===== config.mk =====
export PLATFORM = sky130hd
export DESIGN_NAME = frame_difference_radiation_mask_top
export DESIGN_NICKNAME = d
export VERILOG_FILES = /design/src/fdrm_pkg.sv /design/src/fdrm_front.sv /design/src/fdrm_root_cell.sv /design/src/frame_difference_radiation_mask_top.sv
export SDC_FILE = /design/constraint.sdc
export NUM_CORES = 2
export LEC_CHECK = 0
export BUFFER_PORTS_ARGS = -buffer_cell sky130_fd_sc_hd__buf_2
export CAP_MARGIN = 25
export CORE_MARGIN = 2
export CORE_UTILIZATION = 40
export CTS_CLUSTER_DIAMETER = 120
export DETAILED_ROUTE_END_ITERATION = 6
export GPL_TIMING_DRIVEN = 0
export PLACE_DENSITY = 0.6
export SLEW_MARGIN = 20
export SYNTH_ARGS = -nofsm -noshare
export SYNTH_HDL_FRONTEND = slang
export SYNTH_SLANG_ARGS = --single-unit

===== constraint.sdc =====
create_clock -name i_clk -period 6.7 [get_ports i_clk]
set_input_delay 0 -clock i_clk [delete_from_list [all_inputs] [get_ports i_clk]]
set_output_delay 0 -clock i_clk [all_outputs]
set_load 0.01 [all_outputs]

===== src/fdrm_pkg.sv =====
`timescale 1ns / 1ps

package fdrm_pkg;

    // Configuration register indexes.
    localparam logic [1:0] CFG_MODE      = 2'd0;
    localparam logic [1:0] CFG_DIFF_THR  = 2'd1;
    localparam logic [1:0] CFG_LUMA_THR  = 2'd2;
    localparam logic [1:0] CFG_COLOUR    = 2'd3;

    // Reset values of the configuration registers.
    localparam logic [7:0]  DIFF_THR_RESET = 8'd31;
    localparam logic [7:0]  LUMA_THR_RESET = 8'd95;
    localparam logic [23:0] COLOUR_RESET   = 24'h00FF00;

    // Opacity given by the hard modes.
    localparam logic [7:0] ALPHA_FULL = 8'd255;

    // Reciprocal of 3 scaled by 2^19; exact for every sum below 2^19.
    localparam logic [17:0] RECIP3       = 18'd174763;
    localparam int          RECIP3_SHIFT = 19;

    // Number of root bits, one cell per bit.
    localparam int ROOT_BITS = 8;

    typedef enum logic [1:0] {
        MODE_SOFT_NORMAL = 2'd0,
        MODE_HARD_NORMAL = 2'd1,
        MODE_SOFT_COLOUR = 2'd2,
        MODE_HARD_COLOUR = 2'd3
    } t_fdrm_mode;

    typedef struct packed {
        logic [7:0] prev_red;
        logic [7:0] prev_green;
        logic [7:0] prev_blue;
        logic [7:0] cur_red;
        logic [7:0] cur_green;
        logic [7:0] cur_blue;
    } t_fdrm_in;

    typedef struct packed {
        logic [7:0] out_red;
        logic [7:0] out_green;
        logic [7:0] out_blue;
        logic [7:0] out_alpha;
    } t_fdrm_out;

    // Word handed along the square-root cells.
    typedef struct packed {
        logic [15:0] value;
        logic [7:0]  root;
        logic [7:0]  cur_red;
        logic [7:0]  cur_green;
        logic [7:0]  cur_blue;
        logic        luma_low;
    } t_fdrm_cell;

endpackage


===== src/fdrm_front.sv =====
`timescale 1ns / 1ps

module fdrm_front (
    input  logic                  i_clk,
    input  logic                  i_rst_n,
    input  logic [7:0]            i_luma_thr,
    input  logic                  i_valid,
    output logic                  o_ready,
    input  fdrm_pkg::t_fdrm_in    i_word,
    output logic                  o_valid,
    input  logic                  i_ready,
    output fdrm_pkg::t_fdrm_cell  o_word
);

    // Stage one: squared channel differences and the luma test.
    logic        r_v1;
    logic [15:0] r_sq_r, r_sq_g, r_sq_b;
    logic [7:0]  r_c1_r, r_c1_g, r_c1_b;
    logic        r_luma1;
    // Stage two: sum of squares.
    logic        r_v2;
    logic [17:0] r_sum;
    logic [7:0]  r_c2_r, r_c2_g, r_c2_b;
    logic        r_luma2;
    // Stage three: sum divided by three.
    logic        r_v3;
    logic [15:0] r_quot;
    logic [7:0]  r_c3_r, r_c3_g, r_c3_b;
    logic        r_luma3;

    logic        w_adv1, w_adv2, w_adv3;
    logic [7:0]  w_d_r, w_d_g, w_d_b;
    logic [12:0] w_gray_sum;
    logic [7:0]  w_gray;
    logic [35:0] w_prod;

    // A stage moves on when it is empty or its successor moves on.
    assign w_adv3  = !r_v3 || i_ready;
    assign w_adv2  = !r_v2 || w_adv3;
    assign w_adv1  = !r_v1 || w_adv2;
    assign o_ready = w_adv1;

    // Absolute channel differences.
    assign w_d_r = (i_word.prev_red > i_word.cur_red) ?
                   i_word.prev_red - i_word.cur_red : i_word.cur_red - i_word.prev_red;
    assign w_d_g = (i_word.prev_green > i_word.cur_green) ?
                   i_word.prev_green - i_word.cur_green :
                   i_word.cur_green - i_word.prev_green;
    assign w_d_b = (i_word.prev_blue > i_word.cur_blue) ?
                   i_word.prev_blue - i_word.cur_blue : i_word.cur_blue - i_word.prev_blue;

    // Gray of the current pixel, (11r + 16g + 5b) / 32.
    assign w_gray_sum = 13'(i_word.cur_red) * 13'd11 + {1'b0, i_word.cur_green, 4'b0000}
                      + 13'(i_word.cur_blue) * 13'd5;
    assign w_gray     = w_gray_sum[12:5];

    // Division by three through the scaled reciprocal.
    assign w_prod = 36'(r_sum) * 36'(fdrm_pkg::RECIP3);

    always_ff @(posedge i_clk) begin
        if (!i_rst_n) begin
            r_v1 <= 1'b0;
            r_v2 <= 1'b0;
            r_v3 <= 1'b0;
        end else begin
            if (w_adv1) r_v1 <= i_valid;
            if (w_adv2) r_v2 <= r_v1;
            if (w_adv3) r_v3 <= r_v2;
        end
    end

    always_ff @(posedge i_clk) begin
        if (w_adv1) begin
            r_sq_r  <= 16'(w_d_r) * 16'(w_d_r);
            r_sq_g  <= 16'(w_d_g) * 16'(w_d_g);
            r_sq_b  <= 16'(w_d_b) * 16'(w_d_b);
            r_c1_r  <= i_word.cur_red;
            r_c1_g  <= i_word.cur_green;
            r_c1_b  <= i_word.cur_blue;
            r_luma1 <= (w_gray < i_luma_thr);
        end
        if (w_adv2) begin
            r_sum   <= 18'(r_sq_r) + 18'(r_sq_g) + 18'(r_sq_b);
            r_c2_r  <= r_c1_r;
            r_c2_g  <= r_c1_g;
            r_c2_b  <= r_c1_b;
            r_luma2 <= r_luma1;
        end
        if (w_adv3) begin
            r_quot  <= w_prod[fdrm_pkg::RECIP3_SHIFT +: 16];
            r_c3_r  <= r_c2_r;
            r_c3_g  <= r_c2_g;
            r_c3_b  <= r_c2_b;
            r_luma3 <= r_luma2;
        end
    end

    assign o_valid          = r_v3;
    assign o_word.value     = r_quot;
    assign o_word.root      = 8'd0;
    assign o_word.cur_red   = r_c3_r;
    assign o_word.cur_green = r_c3_g;
    assign o_word.cur_blue  = r_c3_b;
    assign o_word.luma_low  = r_luma3;

endmodule


===== src/fdrm_root_cell.sv =====
`timescale 1ns / 1ps

module fdrm_root_cell #(
    parameter int BIT_POS = 7
) (
    input  logic                  i_clk,
    input  logic                  i_rst_n,
    input  logic                  i_valid,
    output logic                  o_ready,
    input  fdrm_pkg::t_fdrm_cell  i_word,
    output logic                  o_valid,
    input  logic                  i_ready,
    output fdrm_pkg::t_fdrm_cell  o_word
);

    logic                  r_valid;
    fdrm_pkg::t_fdrm_cell  r_word;
    fdrm_pkg::t_fdrm_cell  n_word;
    logic                  w_adv;
    logic [7:0]            w_trial;
    logic [15:0]           w_trial_sq;

    assign w_adv   = !r_valid || i_ready;
    assign o_ready = w_adv;

    // Try this cell's root bit and keep it if its square still fits.
    assign w_trial    = i_word.root | (8'd1 << BIT_POS);
    assign w_trial_sq = 16'(w_trial) * 16'(w_trial);

    always_comb begin
        n_word = i_word;
        if (w_trial_sq <= i_word.value) begin
            n_word.root = w_trial;
        end
    end

    always_ff @(posedge i_clk) begin
        if (!i_rst_n) begin
            r_valid <= 1'b0;
        end else if (w_adv) begin
            r_valid <= i_valid;
        end
    end

    always_ff @(posedge i_clk) begin
        if (w_adv) begin
            r_word <= n_word;
        end
    end

    assign o_valid = r_valid;
    assign o_word  = r_word;

endmodule


===== src/frame_difference_radiation_mask_top.sv =====
`timescale 1ns / 1ps

// Frame-difference motion mask. Each input word holds one pixel of the previous
// frame and the same pixel of the current frame; each output word gives the colour
// and alpha of the mask for that pixel. The block takes one word per clock unless
// the output stalls. Words pass three front stages (squared differences, their sum,
// division by three), a chain of eight cells that settle one square-root bit each,
// and the output register. Stages that hold no word keep accepting while the output
// is stalled. Configuration is written through a plain write port and is meant to
// change only while no word is in flight.

module frame_difference_radiation_mask_top (
    input  logic                 i_clk,
    input  logic                 i_rst_n,
    input  logic                 i_cfg_we,
    input  logic [1:0]           i_cfg_index,
    input  logic [23:0]          i_cfg_data,
    input  logic                 i_in_valid,
    output logic                 o_in_ready,
    input  fdrm_pkg::t_fdrm_in   i_in_data,
    output logic                 o_out_valid,
    input  logic                 i_out_ready,
    output fdrm_pkg::t_fdrm_out  o_out_data
);

    localparam int NCELL = fdrm_pkg::ROOT_BITS;

    fdrm_pkg::t_fdrm_mode  r_mode;
    logic [7:0]            r_diff_thr;
    logic [7:0]            r_luma_thr;
    logic [23:0]           r_colour;

    logic                  w_valid [0:NCELL];
    logic                  w_ready [0:NCELL];
    fdrm_pkg::t_fdrm_cell  w_word  [0:NCELL];

    logic                  r_out_valid;
    fdrm_pkg::t_fdrm_out   r_out;
    fdrm_pkg::t_fdrm_out   n_out;
    fdrm_pkg::t_fdrm_cell  w_last;
    logic                  w_soft;
    logic                  w_normal;
    logic                  w_out_adv;

    // Configuration registers.
    always_ff @(posedge i_clk) begin
        if (!i_rst_n) begin
            r_mode     <= fdrm_pkg::MODE_SOFT_NORMAL;
            r_diff_thr <= fdrm_pkg::DIFF_THR_RESET;
            r_luma_thr <= fdrm_pkg::LUMA_THR_RESET;
            r_colour   <= fdrm_pkg::COLOUR_RESET;
        end else if (i_cfg_we) begin
            case (i_cfg_index)
                fdrm_pkg::CFG_MODE:     r_mode     <= fdrm_pkg::t_fdrm_mode'(i_cfg_data[1:0]);
                fdrm_pkg::CFG_DIFF_THR: r_diff_thr <= i_cfg_data[7:0];
                fdrm_pkg::CFG_LUMA_THR: r_luma_thr <= i_cfg_data[7:0];
                fdrm_pkg::CFG_COLOUR:   r_colour   <= i_cfg_data;
                default: ;
            endcase
        end
    end

    // Front stages up to the quotient.
    fdrm_front u_front (
        .i_clk      (i_clk),
        .i_rst_n    (i_rst_n),
        .i_luma_thr (r_luma_thr),
        .i_valid    (i_in_valid),
        .o_ready    (o_in_ready),
        .i_word     (i_in_data),
        .o_valid    (w_valid[0]),
        .i_ready    (w_ready[0]),
        .o_word     (w_word[0])
    );

    // Square-root chain, most significant bit first.
    genvar k;
    generate
        for (k = 0; k < NCELL; k++) begin : g_cell
            fdrm_root_cell #(
                .BIT_POS (NCELL - 1 - k)
            ) u_cell (
                .i_clk   (i_clk),
                .i_rst_n (i_rst_n),
                .i_valid (w_valid[k]),
                .o_ready (w_ready[k]),
                .i_word  (w_word[k]),
                .o_valid (w_valid[k+1]),
                .i_ready (w_ready[k+1]),
                .o_word  (w_word[k+1])
            );
        end
    endgenerate

    assign w_last    = w_word[NCELL];
    assign w_out_adv = !r_out_valid || i_out_ready;
    assign w_ready[NCELL] = w_out_adv;

    assign w_soft   = (r_mode == fdrm_pkg::MODE_SOFT_NORMAL) ||
                      (r_mode == fdrm_pkg::MODE_SOFT_COLOUR);
    assign w_normal = (r_mode == fdrm_pkg::MODE_SOFT_NORMAL) ||
                      (r_mode == fdrm_pkg::MODE_HARD_NORMAL);

    // Alpha from the root distance and the luma test; colour from the mode.
    always_comb begin
        if (w_last.luma_low || (w_last.root < r_diff_thr)) begin
            n_out.out_alpha = 8'd0;
        end else if (w_soft) begin
            n_out.out_alpha = w_last.root;
        end else begin
            n_out.out_alpha = fdrm_pkg::ALPHA_FULL;
        end
        if (w_normal) begin
            n_out.out_red   = w_last.cur_red;
            n_out.out_green = w_last.cur_green;
            n_out.out_blue  = w_last.cur_blue;
        end else begin
            n_out.out_red   = r_colour[23:16];
            n_out.out_green = r_colour[15:8];
            n_out.out_blue  = r_colour[7:0];
        end
    end

    // Output register.
    always_ff @(posedge i_clk) begin
        if (!i_rst_n) begin
            r_out_valid <= 1'b0;
        end else if (w_out_adv) begin
            r_out_valid <= w_valid[NCELL];
        end
    end

    always_ff @(posedge i_clk) begin
        if (w_out_adv) begin
            r_out <= n_out;
        end
    end

    assign o_out_valid = r_out_valid;
    assign o_out_data  = r_out;

endmodule

# Yosys cells after proc, flatten, opt, wreduce, memory -nomap -nowiden
# Cells that the tools add are included.
# word_totals
ff_bits,619
inputBits,79
output_inout_bits,34
elab_cells,171
# op_classes
add_sub_neg,10
mul,13
order_cmp,13
n_eq_ne,5
muxes,6
reduce_logical,33
# op_table
op,n
8-bit by 8-bit multiplier with 16-bit output,10
16-bit <= comparator,7
8-bit subtractor,6
8-bit two-way mux,5
"18-bit by 18-bit multiplier with 35-bit output, second input constant",1
8-bit > comparator,3
24-bit two-way mux,1
18-bit by 16-bit adder with 18-bit output,1
16-bit by 16-bit adder with 17-bit output,1
"15-bit by 16-bit <= comparator with 1-bit output, first input constant",1
8-bit < comparator,2
1-bit logical OR,15
12-bit by 12-bit adder with 13-bit output,1
13-bit by 11-bit adder with 13-bit output,1
1-bit logical NOT,12
"8-bit by 4-bit multiplier with 12-bit output, second input constant",1
"8-bit by 3-bit multiplier with 11-bit output, second input constant",1
2-bit AND reduction,4
"2-bit == test, second input constant",3
"2-bit by 1-bit == test with 1-bit output, second input constant",2
2-bit logical NOT,2

# Logic depth before layout (Yosys ltp)
# logic_depth
ltp_word,13
mapped_depth,31
mapped_depth_nobuf,30

# Cells and area by module
# From an unflattened synthesis, not the netlist that was laid out.
# hier_totals
cells_unflattened,4579
hier_area_um2,50802.5
# modules_own_cells
module,n_inst,cells_per_inst,area_each_um2,seq_area_each_um2
fdrm_front,1,1826,19368.6,4684.5
fdrm_root_cell (g_cell[0].u_cell),1,327,3676.0,1491.4
fdrm_root_cell (g_cell[3].u_cell),1,322,3641.0,1491.4
fdrm_root_cell (g_cell[7].u_cell),1,309,3548.4,1491.4
fdrm_root_cell (g_cell[2].u_cell),1,310,3542.1,1491.4
fdrm_root_cell (g_cell[4].u_cell),1,303,3540.9,1491.4
fdrm_root_cell (g_cell[1].u_cell),1,313,3528.4,1491.4
fdrm_root_cell (g_cell[6].u_cell),1,289,3449.6,1491.4
fdrm_root_cell (g_cell[5].u_cell),1,292,3443.3,1491.4
frame_difference_radiation_mask_top,1,288,3064.2,1821.7

# Worst setup path after synthesis
# OpenSTA, ideal clock, no wires.
# synth_timing
kind,input -> register
from,input i_in_data[5] (netlist bit)
to,register u_front.r_sq_b[15] (data pin)
setup_ps,259
t_arrival_ps,6076
t_required_ps,6441
path_slack_ps,365
stages,27
path_buffers,1
path_cell_list,inv_1 > ha_1 > buf_2 > a21o_1 > a21o_1 > a21oi_1 > o21ai_1 > o21ai_2 > mux2_2 > a31oi_1 > xor2_1 > or2_2 > inv_1 > fa_1 > fa_1 > inv_1 > fa_1 > fa_1 > inv_1 > ha_1 > a21oi_1 > nor2b_1 > o21a_1 > o21a_1 > o21a_1 > o41a_1 > xor2_1
# synth_via
elab_chain_cells,3
elab_cells_between_ends,5
classes_between,add/sub (2); mul (1); order compare (1); mux (1)
# synth_lines
item,line_no,source
start: declaration,frame_difference_radiation_mask_top.sv:20,"input fdrm_pkg::t_fdrm_in i_in_data,"
8-bit subtractor / 8-bit > comparator (equally long branches),"fdrm_front.sv:50, fdrm_front.sv:49",
8-bit two-way mux *,fdrm_front.sv:49,assign w_d_b = (i_word.prev_blue > i_word.cur_blue) ?
8-bit by 8-bit multiplier with 16-bit output *,fdrm_front.sv:76,r_sq_b <= 16'(w_d_b) * 16'(w_d_b);
end signal: assignment,fdrm_front.sv:76,
end: declaration,fdrm_front.sv:17,"logic [15:0] r_sq_r, r_sq_g, r_sq_b;"
# Mark *: on every way between the ends. The rest lies on a longest branch, timed or not.
# A chain may end at the register's enable or synchronous reset.

# Worst setup path after layout
# layout_timing
from,input i_in_data[10] (netlist bit)
to,register u_front.r_sq_g[15] (data pin)
# layout_via
elab_chain_cells,3
elab_cells_between_ends,5
classes_between,add/sub (2); mul (1); order compare (1); mux (1)
# layout_lines
item,line_no,source
"8-bit subtractor, or another cell as far along",fdrm_front.sv:48,i_word.cur_green - i_word.prev_green;
8-bit two-way mux *,fdrm_front.sv:46,assign w_d_g = (i_word.prev_green > i_word.cur_green) ?
8-bit by 8-bit multiplier with 16-bit output *,fdrm_front.sv:75,r_sq_g <= 16'(w_d_g) * 16'(w_d_g);
end signal: assignment,fdrm_front.sv:75,
end: declaration,fdrm_front.sv:17,
# Marked as above.

==> key figures <==
Synthesis
  • Synth cell count leaders: 646 x inv_1, 534 x edfxtp_1, 527 x ha_1
  • Synthesized area: 0.0388 sq mm
  • Most frequent cell after synthesis: inv_1
  • Syn_area_per_cell: 12.2 sq um
  • Post-synth EDFFs: 534
  • Post-synth top area share: 0.413
  • Synth warn: 0
  • Synth async-reset ratio: 0
  • Post-Syn Instances: 3180
  • Synth area leader: edfxtp_1
  • Top post-synthesis cells by area: edfxtp_1 41%, ha_1 17%, fa_1 14%, inv_1 6.3%, xnor2_1 2.8%
  • #FFs+latches synth: 588
  • Synth Flop Type: edfxtp_1
  • Sequential cell area fraction in the yosys report: 0.441
  • Post-Syn Nets: between 4000 and 5000
  • Netlist cell types: 73

Layout
  • Area Growth Syn to Fin: 14.5%
  • Ratio of cells with drive above 1 in the final layout: 0.103
  • Fin nets: ~4300

Timing
  • Clock skew: 0.0250 ns
  • RSZ-0062 raised after global routing: no
  • Endpoints failing hold: 0
  • Setup_tns: 0 ns
  • Tcrit/Tclk final: 0.967
  • Least-Margin Pin Slew: 0.881 ns
  • PnR worst setup slack: between 0.2 and 0.25 ns
  • Finish-stage setup viols: 0
  • Tmin final: 6.48 ns
  • Peak Freq: roughly 150 MHz
  • Slew Limit Fails: 0
  • Slew margin rel.: 0.405

Global route
  • Largest net degree at the start of global routing: 54
  • Global-route wire length before repair: around 120 mm
  • Antenna violations before repair: 5
  • Vias in the first global route: 23400
  • Gr ovfl total: 0
  • GRT Total Usage: 0.149

Route
  • Initial DRT Pass Iterations: 7
  • Routed vias: 22400
  • Final WL: 71.2 mm
  • Detail Route Antenna Nets: 0
  • Initial DRC Count: 1004
  • # DRC: 0
  • Via density: 4.70
  • DR WL/cell: 14.9 um

Clock network
  • CTS tree: done
  • Worst-skew pair later-pin latency: 0.60 ns
  • CTS Sinks: 588
  • Worst-path clk slew: approximately 0.06 ns
  • Root Buffer: clkbuf_16
  • # H-tree levels: 3
  • Clock Tree Buf Depth: 3
  • Cts bufs inserted: 66

Critical path
  • CP startpoint kind: input pin
  • CP max-delay cell: fa_1
  • Critical path arrival: 6.82 ns
  • CP max FO: 4
  • Crit Reg-Reg Startpoint: u_front.r_sum[3]$_DFFE_PP_
  • Top delay family on crit path: adder cells
  • Endpoint class of the critical path: register
  • R2R Path End: u_front.r_quot[15]$_DFFE_PP_
  • Critical path data required time: 7.04 ns
  • Crit path kind: input pin to register
  • Buffers plus inverters on the worst setup path: 6
  • Reg2Reg Depth: 21
  • Reg-to-reg setup timing slack: 0.33 ns
  • CP peak stage delay: around 0.54 ns

Placement
  • Place WS: -0.446 ns
  • # port buffers: roughly 110
  • GPL Wtd Cong: 0.816
  • DP Wirelength: 55.7 mm

Job
  • Max-cap violations: 0

Floorplanning
  • Row count: 114
  • Die width: 315 um
  • Core box area: around 0.096 sq mm
  • Starting Density: 0.402
  • Die H: 315 um
  • I/O pins: 113
  • Die area: ~0.1 sq mm

Outcome
  • Status: complete, no violations

Min path
  • Hold Crit Class: input pin to register
  • Hold path endpoint: r_colour[11]$_SDFFE_PN1P_
  • Hold-critical path depth: 4
  • Hold wc startpoint: i_cfg_data[11]
[placed cells by master, fill, tap and decap left out, types with 20 or more instances in the layout]
master / n
ha_1: 521
buf_4: 28
inv_1: 639
edfxtp_1: 534
o21ai_0: 37
a21o_1: 53
nand3_1: 24
nor2b_1: 43
dfxtp_1: 54
mux2_2: 28
buf_2: 108
a21oi_1: 102
and2_1: 30
or2_2: 24
fa_1: 272
nand2b_1: 20
nor2_1: 176
nor3_1: 32
xnor2_1: 120
dlygate4sd3_1: 61
o21bai_1: 21
nand2_1: 122
a21boi_0: 23
clkbuf_1: 48
xor2_1: 37
o21a_1: 41
clkbuf_16: 67
[cell families after synthesis]
group / count (synthesis) / share of synthesized area
adder cells (fa/ha/maj): 799 / 0.310
buffers and inverters: 684 / 0.0666
flip-flops: 588 / 0.441
AND/OR/NAND/NOR: 529 / 0.0648
AO/OA/AOI/OAI: 358 / 0.0628
XOR/XNOR: 175 / 0.0408
multiplexers: 47 / 0.0132
[routing by layer]
layer / vias up / GRT usage / share of wire
li1: 11200 / - / -
met4: 4 / 0.0387 / 0.023
met3: 113 / 0.0256 / 0.038
met1: 10900 / 0.187 / 0.44
met5: - / 0 / 0.00031
met2: 260 / 0.264 / 0.50
[flip-flops by register name (all words and copies together) (netlist names), 15 cells and up]
register and cells:
u_front.r_quot 16, o_out_data 32, u_front.r_sum 18, u_front.r_sq_b 15, r_colour 24, u_front.r_sq_r 15, g_cell.u_cell.o_word 348, u_front.r_sq_g 15
[what timing repair did]
action	in CTS	in global routing
resized for setup	3	44
gates cloned	0	0
buffers inserted	1	27
hold buffers	61	0
pin swaps	0	14
endpoints found under the hold margin	68	0
endpoints found under the setup margin	5	18
[worst max path at each step]
stage | end | slack (ns) | start | cells after the start
3_3_place_gp | u_front.r_sq_b[15]$_DFFE_PP_ | -0.44 | i_in_data[0] | 25
6_report | u_front.r_sq_g[15]$_DFFE_PP_ | 0.22 | i_in_data[10] | 27
2_1_floorplan | u_front.r_sq_b[15]$_DFFE_PP_ | 0.37 | i_in_data[5] | 27
5_1_grt | u_front.r_sq_g[15]$_DFFE_PP_ | 0.0003 | i_in_data[10] | 27
3_5_place_dp | u_front.r_sq_b[15]$_DFFE_PP_ | -0.45 | i_in_data[0] | 25
4_1_cts | u_front.r_quot[15]$_DFFE_PP_ | 0.0005 | u_front.r_sum[3]$_DFFE_PP_ | 21
[final cells by class]
cell class / count / area (sq um)
tap: 1276 / 1600
buffer: 36 / 153
sequential: 588 / 17100
fill: 8803 / 52000
multi-input combinational: 1908 / 19400
inverter: 647 / 2430
timing repair buffer: 208 / 1550
antenna: 1 / 2.50
clock buffer: 88 / 1810
clock inverter: 28 / 355
[tightest hold or removal path, stage by stage]
cell	delay (ns)
dlygate4sd3_1	0.52
buf_2	0.09
nand2_1	0.04
nand3_1	0.06
[through the flow]
step           hold slack [ns]  instances   util  cell area [sq um]
6_report                 0.136       4780  0.461              44400
4_1_cts                 0.0989       4753  0.456              43900
2_1_floorplan           0.0989       3180      -              38800
5_1_grt                  0.137       4779  0.461              44400
3_3_place_gp             0.218       4567  0.425              40900
3_5_place_dp             0.213       4575  0.427              41100
Power is left out: the tool's default activity adds up to more than one toggle a clock period on the data nets, which glitch-free logic cannot reach.
